File: config.mk
export PLATFORM = sky130hd
export DESIGN_NAME = interleaved_two_channel_moving_average_unit
export DESIGN_NICKNAME = d
export VERILOG_FILES = /design/src/design/itcma_pkg.sv /design/src/design/itcma_ring.sv /design/src/design/itcma_div.sv /design/src/design/interleaved_two_channel_moving_average_unit.sv
export VERILOG_INCLUDE_DIRS = /design/src /design/src/design
export SDC_FILE = /design/constraint.sdc
export NUM_CORES = 1
export LEC_CHECK = 0
export BUFFER_PORTS_ARGS = -buffer_cell sky130_fd_sc_hd__buf_2
export CAP_MARGIN = 30
export CORE_MARGIN = 5
export CORE_UTILIZATION = 64
export CTS_CLUSTER_SIZE = 10
export DETAILED_ROUTE_END_ITERATION = 7
export GPL_ROUTABILITY_DRIVEN = 0
export PLACE_DENSITY = 0.78
export SYNTH_ARGS = -nofsm -noshare
export SYNTH_HDL_FRONTEND = slang
export SYNTH_SLANG_ARGS = --single-unit
export TNS_END_PERCENT = 5
File: constraint.sdc
create_clock -name clk -period 7.96 [get_ports clk]
set_clock_uncertainty 0.05 [all_clocks]
set_input_delay 0.796 -clock clk [delete_from_list [all_inputs] [get_ports clk]]
set_output_delay 0.796 -clock clk [all_outputs]
set_load 0.02 [all_outputs]
File: src/design/assert_macros.svh
// assertion macros shared by the rtl files
`ifndef ASSERT_MACROS_SVH
`define ASSERT_MACROS_SVH

`ifndef SYNTHESIS

// property must hold at every clock edge outside reset
`define ITCMA_ASSERT(lbl, clk, rst, prop, msg) \
  lbl: assert property (@(posedge clk) disable iff (rst) prop) else $error(msg);

// expression must never be true outside reset
`define ITCMA_NEVER(lbl, clk, rst, expr, msg) \
  lbl: assert property (@(posedge clk) disable iff (rst) !(expr)) else $error(msg);

`else

`define ITCMA_ASSERT(lbl, clk, rst, prop, msg)
`define ITCMA_NEVER(lbl, clk, rst, expr, msg)

`endif

`endif

File: src/design/itcma_pkg.sv
// shared types and constants of the two-channel moving average unit
package itcma_pkg;

  // fixed field widths
  localparam int RAW_W  = 10;
  localparam int MV_W   = 12;
  localparam int TEMP_W = 10;

  // millivolt scaling and fahrenheit conversion constants
  localparam int MV_FULL_SCALE = 3000;
  localparam int TEMP_GAIN     = 9;
  localparam int TEMP_OFFSET   = 2900;
  localparam int TEMP_DIV      = 50;
  localparam int TEMP_RESET    = -58;

  // sequencer states
  typedef enum logic [2:0] {
    S_IDLE,
    S_SUM,
    S_DIVL,
    S_WAITL,
    S_TNUM,
    S_DIVT,
    S_WAITT,
    S_DONE
  } state_t;

  // divider status seen by the sequencer
  typedef struct packed {
    logic busy;
    logic done;
  } div_stat_t;

endpackage

File: src/design/itcma_ring.sv
// sample ring memory for both channels, one write and one registered read port
module itcma_ring #(
  parameter int WINDOW = 10
) (
  input  logic                                  clk,
  input  logic                                  we,
  input  logic [$clog2(2*WINDOW)-1:0]           waddr,
  input  logic [itcma_pkg::MV_W-1:0]            wdata,
  input  logic [$clog2(2*WINDOW)-1:0]           raddr,
  output logic [itcma_pkg::MV_W-1:0]            rdata
);
  import itcma_pkg::*;

  localparam int DEPTH = 2 * WINDOW;

  logic [MV_W-1:0] mem [DEPTH];

  // write port
  always_ff @(posedge clk) begin
    if (we) begin
      mem[waddr] <= wdata;
    end
  end

  // registered read port
  always_ff @(posedge clk) begin
    rdata <= mem[raddr];
  end

endmodule

File: src/design/itcma_div.sv
// shared restoring divider, one quotient bit per cycle
module itcma_div #(
  parameter int DVD_W = 24,
  parameter int DVS_W = 10
) (
  input  logic                  clk,
  input  logic                  rst,
  input  logic                  start,
  input  logic [DVD_W-1:0]      dividend,
  input  logic [DVS_W-1:0]      divisor,
  output logic [DVD_W-1:0]      quotient,
  output itcma_pkg::div_stat_t  stat
);
  import itcma_pkg::*;

  localparam int CW = $clog2(DVD_W + 1);

  logic             busy;
  logic             done;
  logic [CW-1:0]    cnt;
  logic [DVS_W-1:0] rem;
  logic [DVS_W-1:0] dvs;
  logic [DVD_W-1:0] dq;

  logic [DVS_W:0]   rem_sh;
  logic [DVS_W:0]   diff;
  logic             ge;

  // one trial subtraction per step
  always_comb begin
    rem_sh = {rem, dq[DVD_W-1]};
    diff   = rem_sh - {1'b0, dvs};
    ge     = !diff[DVS_W];
  end

  // control
  always_ff @(posedge clk) begin
    if (rst) begin
      busy <= 1'b0;
      done <= 1'b0;
      cnt  <= '0;
    end else begin
      done <= 1'b0;
      if (start && !busy) begin
        busy <= 1'b1;
        cnt  <= CW'(DVD_W);
      end else if (busy) begin
        cnt <= cnt - CW'(1);
        if (cnt == CW'(1)) begin
          busy <= 1'b0;
          done <= 1'b1;
        end
      end
    end
  end

  // datapath
  always_ff @(posedge clk) begin
    if (start && !busy) begin
      dq  <= dividend;
      dvs <= divisor;
      rem <= '0;
    end else if (busy) begin
      rem <= ge ? diff[DVS_W-1:0] : rem_sh[DVS_W-1:0];
      dq  <= {dq[DVD_W-2:0], ge};
    end
  end

  assign quotient  = dq;
  assign stat.busy = busy;
  assign stat.done = done;

endmodule

File: src/design/interleaved_two_channel_moving_average_unit.sv
// top level: interleaved light and temperature moving average with shared divider
//
//  channel  handshake               payload
//  in       in_valid / in_ready     raw_sample
//  out      out_valid / out_ready   light_level_mv, temperature_f
//
// a light beat goes from S_IDLE straight to S_DONE, which loads the output
// register as soon as it is free and returns to S_IDLE. a temperature beat
// first walks the ring in S_SUM, reading both channels' samples through its
// single read port, then the bit-serial divider (NUM_W = 21 at WINDOW = 10)
// forms the light mean in S_DIVL and S_WAITL, S_TNUM builds the temperature
// numerator, and the divider forms the temperature in S_DIVT and S_WAITT.
// in_ready is high only while the sequencer is idle; one result may wait in
// the output register while the next beat is taken. reset clears control
// state and the averages; the ring is not cleared and needs no clearing pass.
`include "assert_macros.svh"

module interleaved_two_channel_moving_average_unit #(
  parameter int WINDOW      = 10,
  parameter int SAMPLE_BITS = 10
) (
  input  logic                                clk,
  input  logic                                rst,
  input  logic                                in_valid,
  output logic                                in_ready,
  input  logic [itcma_pkg::RAW_W-1:0]         raw_sample,
  output logic                                out_valid,
  input  logic                                out_ready,
  output logic [itcma_pkg::MV_W-1:0]          light_level_mv,
  output logic signed [itcma_pkg::TEMP_W-1:0] temperature_f
);
  import itcma_pkg::*;

  localparam int AW     = $clog2(2 * WINDOW);
  localparam int SW     = (WINDOW > 1) ? $clog2(WINDOW) : 1;
  localparam int CNT_W  = $clog2(WINDOW + 1);
  localparam int KW     = CNT_W + 1;
  localparam int SUM_W  = MV_W + CNT_W;
  localparam int NUM_W  = SUM_W + 5;
  localparam int DVS_W  = CNT_W + 6;
  localparam int PROD_W = RAW_W + MV_W;
  localparam logic [RAW_W-1:0] RAW_MASK =
    (SAMPLE_BITS >= RAW_W) ? {RAW_W{1'b1}} : RAW_W'((32'd1 << SAMPLE_BITS) - 32'd1);

  state_t state;
  state_t state_next;

  logic             channel_turn;
  logic [SW-1:0]    slot;
  logic             wrapped;
  logic [CNT_W-1:0] count;
  logic [KW-1:0]    k;
  logic             rd_pend;
  logic             rd_temp;
  logic [SUM_W-1:0] light_sum;
  logic [SUM_W-1:0] temp_sum;
  logic             num_neg;
  logic [NUM_W-1:0] num_mag;
  logic [DVS_W-1:0] den;
  logic [MV_W-1:0]  light_mean;
  logic signed [TEMP_W-1:0] temp_f;

  logic             accept;
  logic             rd_issue;
  logic             div_start;
  logic             load_out;
  logic [PROD_W-1:0] prod;
  logic [MV_W-1:0]  mv;
  logic [SW-1:0]    slot_inc;
  logic             wrap_now;
  logic [AW-1:0]    waddr;
  logic [AW-1:0]    raddr;
  logic [MV_W-1:0]  rdata;
  logic signed [NUM_W-1:0] num_c;
  logic [NUM_W-1:0] div_dvd;
  logic [DVS_W-1:0] div_dvs;
  logic [NUM_W-1:0] quot;
  div_stat_t        div_stat;

  // millivolt scaling of the incoming beat
  always_comb begin
    prod = PROD_W'(raw_sample & RAW_MASK) * PROD_W'(MV_FULL_SCALE);
    mv   = MV_W'(prod >> SAMPLE_BITS);
  end

  // slot advance and ring addresses
  always_comb begin
    wrap_now = (slot == SW'(WINDOW - 1));
    slot_inc = wrap_now ? '0 : slot + SW'(1);
    waddr    = channel_turn ? AW'(WINDOW) + AW'(slot) : AW'(slot);
    raddr    = (k < KW'(count)) ? AW'(k) : AW'(WINDOW) + AW'(k - KW'(count));
  end

  // temperature numerator before division
  always_comb begin
    num_c = $signed(NUM_W'(temp_sum) * NUM_W'(TEMP_GAIN))
          - $signed(NUM_W'(count) * NUM_W'(TEMP_OFFSET));
  end

  // divider operand select
  always_comb begin
    div_dvd = (state == S_DIVL) ? NUM_W'(light_sum) : num_mag;
    div_dvs = (state == S_DIVL) ? DVS_W'(count) : den;
  end

  itcma_ring #(
    .WINDOW(WINDOW)
  ) u_ring (
    .clk  (clk),
    .we   (accept),
    .waddr(waddr),
    .wdata(mv),
    .raddr(raddr),
    .rdata(rdata)
  );

  itcma_div #(
    .DVD_W(NUM_W),
    .DVS_W(DVS_W)
  ) u_div (
    .clk     (clk),
    .rst     (rst),
    .start   (div_start),
    .dividend(div_dvd),
    .divisor (div_dvs),
    .quotient(quot),
    .stat    (div_stat)
  );

  // state register
  always_ff @(posedge clk) begin
    if (rst) begin
      state <= S_IDLE;
    end else begin
      state <= state_next;
    end
  end

  // next state and sequencer outputs
  always_comb begin
    state_next = state;
    in_ready   = 1'b0;
    rd_issue   = 1'b0;
    div_start  = 1'b0;
    load_out   = 1'b0;
    case (state)
      S_IDLE: begin
        in_ready = 1'b1;
        if (in_valid) begin
          state_next = channel_turn ? S_SUM : S_DONE;
        end
      end
      S_SUM: begin
        rd_issue = (k < {count, 1'b0});
        if (!rd_issue && !rd_pend) begin
          state_next = S_DIVL;
        end
      end
      S_DIVL: begin
        div_start  = 1'b1;
        state_next = S_WAITL;
      end
      S_WAITL: begin
        if (div_stat.done) begin
          state_next = S_TNUM;
        end
      end
      S_TNUM: begin
        state_next = S_DIVT;
      end
      S_DIVT: begin
        div_start  = 1'b1;
        state_next = S_WAITT;
      end
      S_WAITT: begin
        if (div_stat.done) begin
          state_next = S_DONE;
        end
      end
      S_DONE: begin
        if (!out_valid || out_ready) begin
          load_out   = 1'b1;
          state_next = S_IDLE;
        end
      end
      default: begin
        state_next = S_IDLE;
      end
    endcase
  end

  assign accept = in_valid && in_ready;

  // channel, slot and averages
  always_ff @(posedge clk) begin
    if (rst) begin
      channel_turn <= 1'b0;
      slot         <= '0;
      wrapped      <= 1'b0;
      count        <= '0;
      light_mean   <= '0;
      temp_f       <= TEMP_W'(TEMP_RESET);
    end else begin
      if (accept) begin
        channel_turn <= !channel_turn;
        if (channel_turn) begin
          slot <= slot_inc;
          if (wrap_now) begin
            wrapped <= 1'b1;
          end
          count <= (wrap_now || wrapped) ? CNT_W'(WINDOW) : CNT_W'(slot_inc);
        end
      end
      if (state == S_WAITL && div_stat.done) begin
        light_mean <= quot[MV_W-1:0];
      end
      if (state == S_WAITT && div_stat.done) begin
        temp_f <= num_neg ? -$signed(quot[TEMP_W-1:0]) : $signed(quot[TEMP_W-1:0]);
      end
    end
  end

  // ring walk and accumulation
  always_ff @(posedge clk) begin
    if (rst) begin
      rd_pend <= 1'b0;
    end else begin
      rd_pend <= rd_issue;
    end
  end

  always_ff @(posedge clk) begin
    if (accept) begin
      k         <= '0;
      light_sum <= '0;
      temp_sum  <= '0;
    end else begin
      if (rd_issue) begin
        k       <= k + KW'(1);
        rd_temp <= (k >= KW'(count));
      end
      if (rd_pend) begin
        if (rd_temp) begin
          temp_sum <= temp_sum + SUM_W'(rdata);
        end else begin
          light_sum <= light_sum + SUM_W'(rdata);
        end
      end
    end
  end

  // numerator magnitude and denominator for the temperature division
  always_ff @(posedge clk) begin
    if (state == S_TNUM) begin
      num_neg <= num_c[NUM_W-1];
      num_mag <= num_c[NUM_W-1] ? NUM_W'(-num_c) : NUM_W'(num_c);
      den     <= DVS_W'(count) * DVS_W'(TEMP_DIV);
    end
  end

  // output register
  always_ff @(posedge clk) begin
    if (rst) begin
      out_valid <= 1'b0;
    end else if (load_out) begin
      out_valid <= 1'b1;
    end else if (out_ready) begin
      out_valid <= 1'b0;
    end
  end

  always_ff @(posedge clk) begin
    if (load_out) begin
      light_level_mv <= light_mean;
      temperature_f  <= temp_f;
    end
  end

  // checks
  `ITCMA_NEVER(a_div_restart, clk, rst, div_start && div_stat.busy, "divider started while busy")
  `ITCMA_ASSERT(a_done_in_wait, clk, rst, div_stat.done |-> (state == S_WAITL || state == S_WAITT), "divider done outside a wait state")
  `ITCMA_ASSERT(a_light_direct, clk, rst, (accept && !channel_turn) |=> (state == S_DONE), "light beat not sent straight to result")
  `ITCMA_ASSERT(a_count_range, clk, rst, (state == S_SUM) |-> (count != '0 && count <= CNT_W'(WINDOW)), "average count out of range")

endmodule
### Word-level counts from Yosys, hierarchy flattened

Memories as Yosys holds them, arrays and structs flattened. A register that Yosys moved wholly into a read port is not among the register bits.
Cells that the tools add are included.

| storage, ports and cells | value |
|---|---|
| flip-flop bits (word level) | 176 |
| latch bits | 0 |
| RAM bits | 240 |
| memory bits (read-only) | 0 |
| memories | 1 |

| operators by class | value |
|---|---|
| add/subtract/negate cells | 12 |
| multiply operators | 4 |
| divide/modulo/power cells | 0 |
| magnitude comparators | 3 |
| equality and inequality tests | 14 |
| shift-type cells | 0 |
| mux-type cells | 33 |
| bitwise gates (word level) | 3 |
| reductions and logical operators | 25 |

Memories:

| name | words | width | read ports | clocked after memory_dff | write ports | RTL line | RTL |
|---|---|---|---|---|---|---|---|
| u_ring.mem | 20 | 12 | 1 | 1 | 1 | itcma_ring.sv:16 | `logic [MV_W-1:0] mem [DEPTH];` |

Operators by type and width:

| kind | number |
|---|---|
| 21-bit 2-to-1 mux | 3 |
| 16-bit by 12-bit adder with 16-bit output | 2 |
| 3-bit one-hot mux with 8 select lines | 1 |
| 21-bit negator | 1 |
| 20-bit by 16-bit subtractor with 21-bit output | 1 |
| 16-bit by 4-bit multiplier with 20-bit output, second input constant | 1 |
| 10-bit 2-to-1 mux | 2 |
| 20-bit 2-to-1 mux | 1 |
| 5-bit 2-to-1 mux | 4 |
| 10-bit by 9-bit multiplier with 19-bit output, second input constant | 1 |
| 3-bit 2-to-1 mux | 6 |
| 4-bit by 10-bit multiplier with 14-bit output, second input constant | 1 |
| 1-bit 2-to-1 mux | 13 |
| 3-bit == test, second input constant | 4 |
| 4-bit 2-to-1 mux | 3 |
| 11-bit by 10-bit subtractor with 11-bit output | 1 |
| 10-bit negator | 1 |
| 4-bit by 5-bit multiplier with 9-bit output, second input constant | 1 |
| 2-bit AND reduction | 4 |
| 3-bit by 2-bit == test with 1-bit output, second input constant | 2 |
| 1-bit logical NOT | 6 |
| 2-bit inequality test, second input constant | 3 |
| 4-bit by 4-bit adder with 5-bit output, first input constant | 1 |
| 4-bit by 5-bit adder with 5-bit output, first input constant | 1 |
| 20 further kinds | 30 |

### Depth between registers and ports, before layout

| depth | value |
|---|---|
| word-level depth | 5 |
| gate-level depth with buffers | 28 |
| mapped depth without buffers | 27 |

### By module

Synthesis repeated with hierarchy kept, for this count alone.

| unflattened totals | value |
|---|---|
| cell total of the unflattened synthesis | 1887 |
| area, all modules | 23099.7 µm² |

Modules (own cells, without submodules):

| module | instances | cells an instance | area each (µm²) | seq. area each (µm²) |
|---|---|---|---|---|
| interleaved_two_channel_moving_average_unit | 1 | 1214 | 11060.6 | 3103.0 |
| itcma_ring | 1 | 465 | 9567.9 | 7447.1 |
| itcma_div | 1 | 208 | 2471.1 | 1271.2 |

### Least setup slack after synthesis

Ideal clock, no wire load.

| path | value |
|---|---|
| path type | register to register |
| from | register count[3] |
| to | register num_mag[20] (data pin) |
| library setup time | 0.150 ns |
| data arrival time | 5.828 ns |
| data required time | 7.760 ns |
| path slack | 1.932 ns |
| cell stages (with the launch flop) | 28 |
| buffers on the path | 0 |
| period minus slack after synthesis | 6.028 ns |
| path through | dfxtp_1 ha_1 xor2_1 ha_1 or2_2 ha_1 a21oi_1 nor2b_1 a21oi_1 nor2b_1 o21ai_0 a21oi_1 nor2_1 xnor2_1 ha_1 ha_1 inv_1 fa_1 inv_1 ha_1 or2_2 a21oi_1 inv_1 a31oi_2 xnor2_1 or4_4 or4_1 nor3_2 |

| on the way | value |
|---|---|
| word-level cells in the longest chain between the ends | 3 |

RTL lines:

| item | RTL line | RTL |
|---|---|---|
| from (decl) | interleaved_two_channel_moving_average_unit.sv:51 | `logic [CNT_W-1:0] count;` |
| from (signal assigned) | interleaved_two_channel_moving_average_unit.sv:211 | `count <= (wrap_now \|\| wrapped) ? CNT_W'(WINDOW) : CNT_W'(slot_inc);` |
| 4-bit by 10-bit multiplier with 14-bit output (*) | interleaved_two_channel_moving_average_unit.sv:97 | `- $signed(NUM_W'(count) * NUM_W'(TEMP_OFFSET));` |
| 20-bit by 16-bit subtractor with 21-bit output (*) | interleaved_two_channel_moving_average_unit.sv:97 |  |
| 21-bit negator | interleaved_two_channel_moving_average_unit.sv:256 | `num_mag <= num_c[NUM_W-1] ? NUM_W'(-num_c) : NUM_W'(num_c);` |
| to (signal assigned) | interleaved_two_channel_moving_average_unit.sv:256 |  |
| to (decl) | interleaved_two_channel_moving_average_unit.sv:58 | `logic [NUM_W-1:0] num_mag;` |

Mark *: on every way between the ends. The rest lies on a longest branch, timed or not.
A chain may end at the register's enable or synchronous reset.

### Worst setup path after layout

| path | value |
|---|---|
| from | register count[3] |
| to | register num_mag[19] (data pin) |

| on the way | value |
|---|---|
| word-level cells in the longest chain between the ends | 4 |

RTL lines:

| item | RTL line |
|---|---|
| 4-bit by 10-bit multiplier with 14-bit output (*) | interleaved_two_channel_moving_average_unit.sv:97 |
| 20-bit by 16-bit subtractor with 21-bit output (*) | interleaved_two_channel_moving_average_unit.sv:97 |
| 21-bit negator | interleaved_two_channel_moving_average_unit.sv:256 |
| 20-bit 2-to-1 mux (*) | interleaved_two_channel_moving_average_unit.sv:256 |

Marks and branches as above.

==> reports/results.ini <==
[die]
boundaryPins=38
die_x_um=198
die_h_um=198
core_um2=34700
die_area_um2=39100
initial_utilization_pct=65.0
fp-row-count=68

[synthesis]
syn_nets=2114
yosys.area.top_type=edfxtp_1
seq_area_frac_synth_pct=52.4
async_flop_share_pct=0
synth_edf_count=325
ys_ff_latch=428
synth_flop_cell=edfxtp_1
syn_area_per_cell_um2=12.1
yosysMostFrequentCell=edfxtp_1
synth_top_cells_by_area=edfxtp_1 (43%), ha_1 (9.8%), dfxtp_1 (9.1%)
synthDominantCellAreaShare_pct=43.2
synth_top_cells_by_count=edfxtp_1 (325), inv_1 (191), nand2_1 (184)
postSynthCellCount=1868
netlist-cell-type-count=73
yosysWarnings=0
syn_area_um2=22600

[clocking]
hold_buffers=0
clkTransAtPathRegs_ns=0.06
h-tree-depth=2
post_cts_resized=0
clock_latency_ns=0.56
root_buffer=clkbuf_16
post-cts-setup-buffers=0
cts_buffer_depth=3
cts_tree=done
cts_inserted_buffers=50
clock-sinks=428

[timing]
final-setup-viol-count=0
rsz0062_at_grt=false
maxSlewHeadroom_pct=28.7
worstMarginPinSlew_ns=1.06
maxSlewViolCount=0
fmax_mhz=152
finalCriticalPeriod_ns=6.58
tns_ns=0
hold_viol=0
finalCritPeriodShare_pct=82.6

[critical_path]
critical_path.reg2reg.startpoint=count[3]
crit_type=reg -> reg
r2r_slack_ns=1.38
cp_slowest_cell=or4_4
crit_fanout=9
start_kind=flip-flop
ff2ff_path_depth=27
worstPathRequired_ns=8.21
slowest_delay_ns=0.57
endpoint_kind=flip-flop
cp_data_arrival_time_ns=6.83
cpMostUsedCell=ha_1
reg2reg_to=num_mag[19]

[grt]
grt_max_degree=49
grt_first_pass_wirelength_um=79000
overflow=0
antenna_found_initial=0
track_usage_pct=25.5
grt_pass1_vias=14900

[route]
first_pass_iters=5
dr_wl_met3_um=4040
met1Wirelength_um=20400
drtAntennaViolNets=0
top_layer_used=met4
drt-total-wl_um=49100
drc=0
vias_per_cell=6.08
wl_met2_um=23300
initialDrtViolationCount=1167
wl_per_cell_um=20.2
vias=14800

[worst_hold_path]
min_from=temp_f[4]
hold_path_depth=0
whs_endpoint=temperature_f[4]
hp-class=reg -> reg

[pwr]
vdd_ir_drop_max_uv=414
leakagePower_nw=9.77
powerDensity_nw_per_um2=475

[job]
maxCapViolations=0

[cells_and_area]
fin_util_pct=71.9
drive_gt1_share_pct=11.6
fillers=2327
area_growth_pct=10.7
final_nets=2181

[place]
io_buffers=37
dpl.hpwl_um=33600

[run_status]
status=completed

## cells in the final DEF (no fill, tap or decap), types with 6 or more instances in the layout
cell type / synthesis / final
nand2b_1: 13 / 13
mux4_2: 60 / 60
xnor2_1: 54 / 54
clkbuf_1: 56 / 36
clkbuf_16: 0 / 52
o211ai_1: 6 / 6
nor3_1: 27 / 25
edfxtp_1: 325 / 325
ha_1: 177 / 177
a22oi_1: 24 / 24
buf_2: 5 / 37
inv_1: 191 / 191
a21boi_0: 7 / 7
nor2_1: 124 / 124
dfxtp_1: 103 / 103
or4_1: 6 / 6
fa_1: 55 / 55
or3_1: 10 / 10
a211o_1: 6 / 6
nor3b_1: 12 / 9
a21oi_1: 100 / 100
nor2b_1: 24 / 23
and2_1: 18 / 19
nand3_1: 43 / 43
a211oi_1: 11 / 11
xor2_1: 40 / 40
o21ai_0: 44 / 43
buf_4: 0 / 40
a221o_1: 8 / 8
and3_1: 7 / 7
o21a_1: 7 / 7
a31oi_1: 21 / 21
a21o_1: 13 / 13
nand2_1: 184 / 184
## worst max-delay path by stage
stage	slack, ns	endpoint	cells past startpoint	startpoint
global placement	1.64	num_mag[19]	27	count[3]
CTS	1.43	num_mag[20]	27	count[3]
floorplan	1.93	num_mag[20]	27	count[3]
finish	1.38	num_mag[19]	27	count[3]
detailed placement	1.49	num_mag[20]	27	count[3]
global route	1.02	num_mag[19]	27	count[3]
## power by group
part	total, W	switching (W)	internal [W]
clock network	0.00208	0.000851	0.00123
logic	0.00582	0.00358	0.00224
registers	0.00396	0.000282	0.00368
## logic make-up (layout without fill, tap and decap cells)
group,after synthesis,after routing,synth area share (%)
other cells,0,1,0
flops,428,428,52.4
compound gates,294,294,8.45
xor+xnor,95,95,3.72
mux,66,66,6.26
simple gates,494,494,10.1
fa+ha+maj,232,232,14.7
buf+inv,259,368,4.37
## stage by stage
step	std cells	total power (W)	hold WS (ns)	cell area [um^2]	setup WS, ns
2_1_floorplan	1868	0.00809	0.358	22600	1.93
5_1_grt	2432	0.0127	0.384	25000	1.02
4_1_cts	2431	0.0119	0.378	25000	1.43
6_report	2433	0.0119	0.378	25000	1.38
3_5_place_dp	2337	0.00973	0.365	23500	1.49
3_3_place_gp	2333	0.00949	0.365	23400	1.64
## layout make-up
| cell class | count | area, um^2 | share of cell area [%] |
|---|---|---|---|
| Sequential cell | 428 | 11800 | 47.3 |
| Multi-Input combinational cell | 1181 | 9810 | 39.3 |
| Clock inverter | 5 | 52.6 | 0.210 |
| Timing Repair Buffer | 82 | 546 | 2.18 |
| Inverter | 192 | 721 | 2.89 |
| Clock buffer | 89 | 1450 | 5.81 |
| Tap cell | 455 | 569 | 2.28 |
| Antenna cell | 1 | 2.50 | 0.0100 |
## worst max-delay path, delay by kind of cell, from the launching register on
family / cells / cell delay [ns]
XOR/XNOR: 4 / 0.48
AO/OA/AOI/OAI: 7 / 1.39
flip-flops: 1 / 0.54
buffers and inverters: 3 / 0.17
AND/OR/NAND/NOR: 6 / 1.53
adder cells (fa/ha/maj): 7 / 2.18
## state kept, by name, indices dropped and copies added (netlist names), 5 cells and up
register        flops
den                 9
k                   5
light_level_mv     12
light_mean         12
light_sum          16
num_mag            21
temp_f             10
temp_sum           16
temperature_f      10
u_div.cnt           5
u_div.dvs          10
u_div.quotient     21
u_div.rem          10
u_ring.mem        240
u_ring.rdata       12
## metal layers
metal | GRT usage, % | vias up
met1 | 36.4 | 7252
met3 | 4.05 | 120
met4 | 7.45 | 0
met2 | 41.4 | 588
li1 | - | 6837
met5 | 0 | -
(Power assumes the default switching activity.)
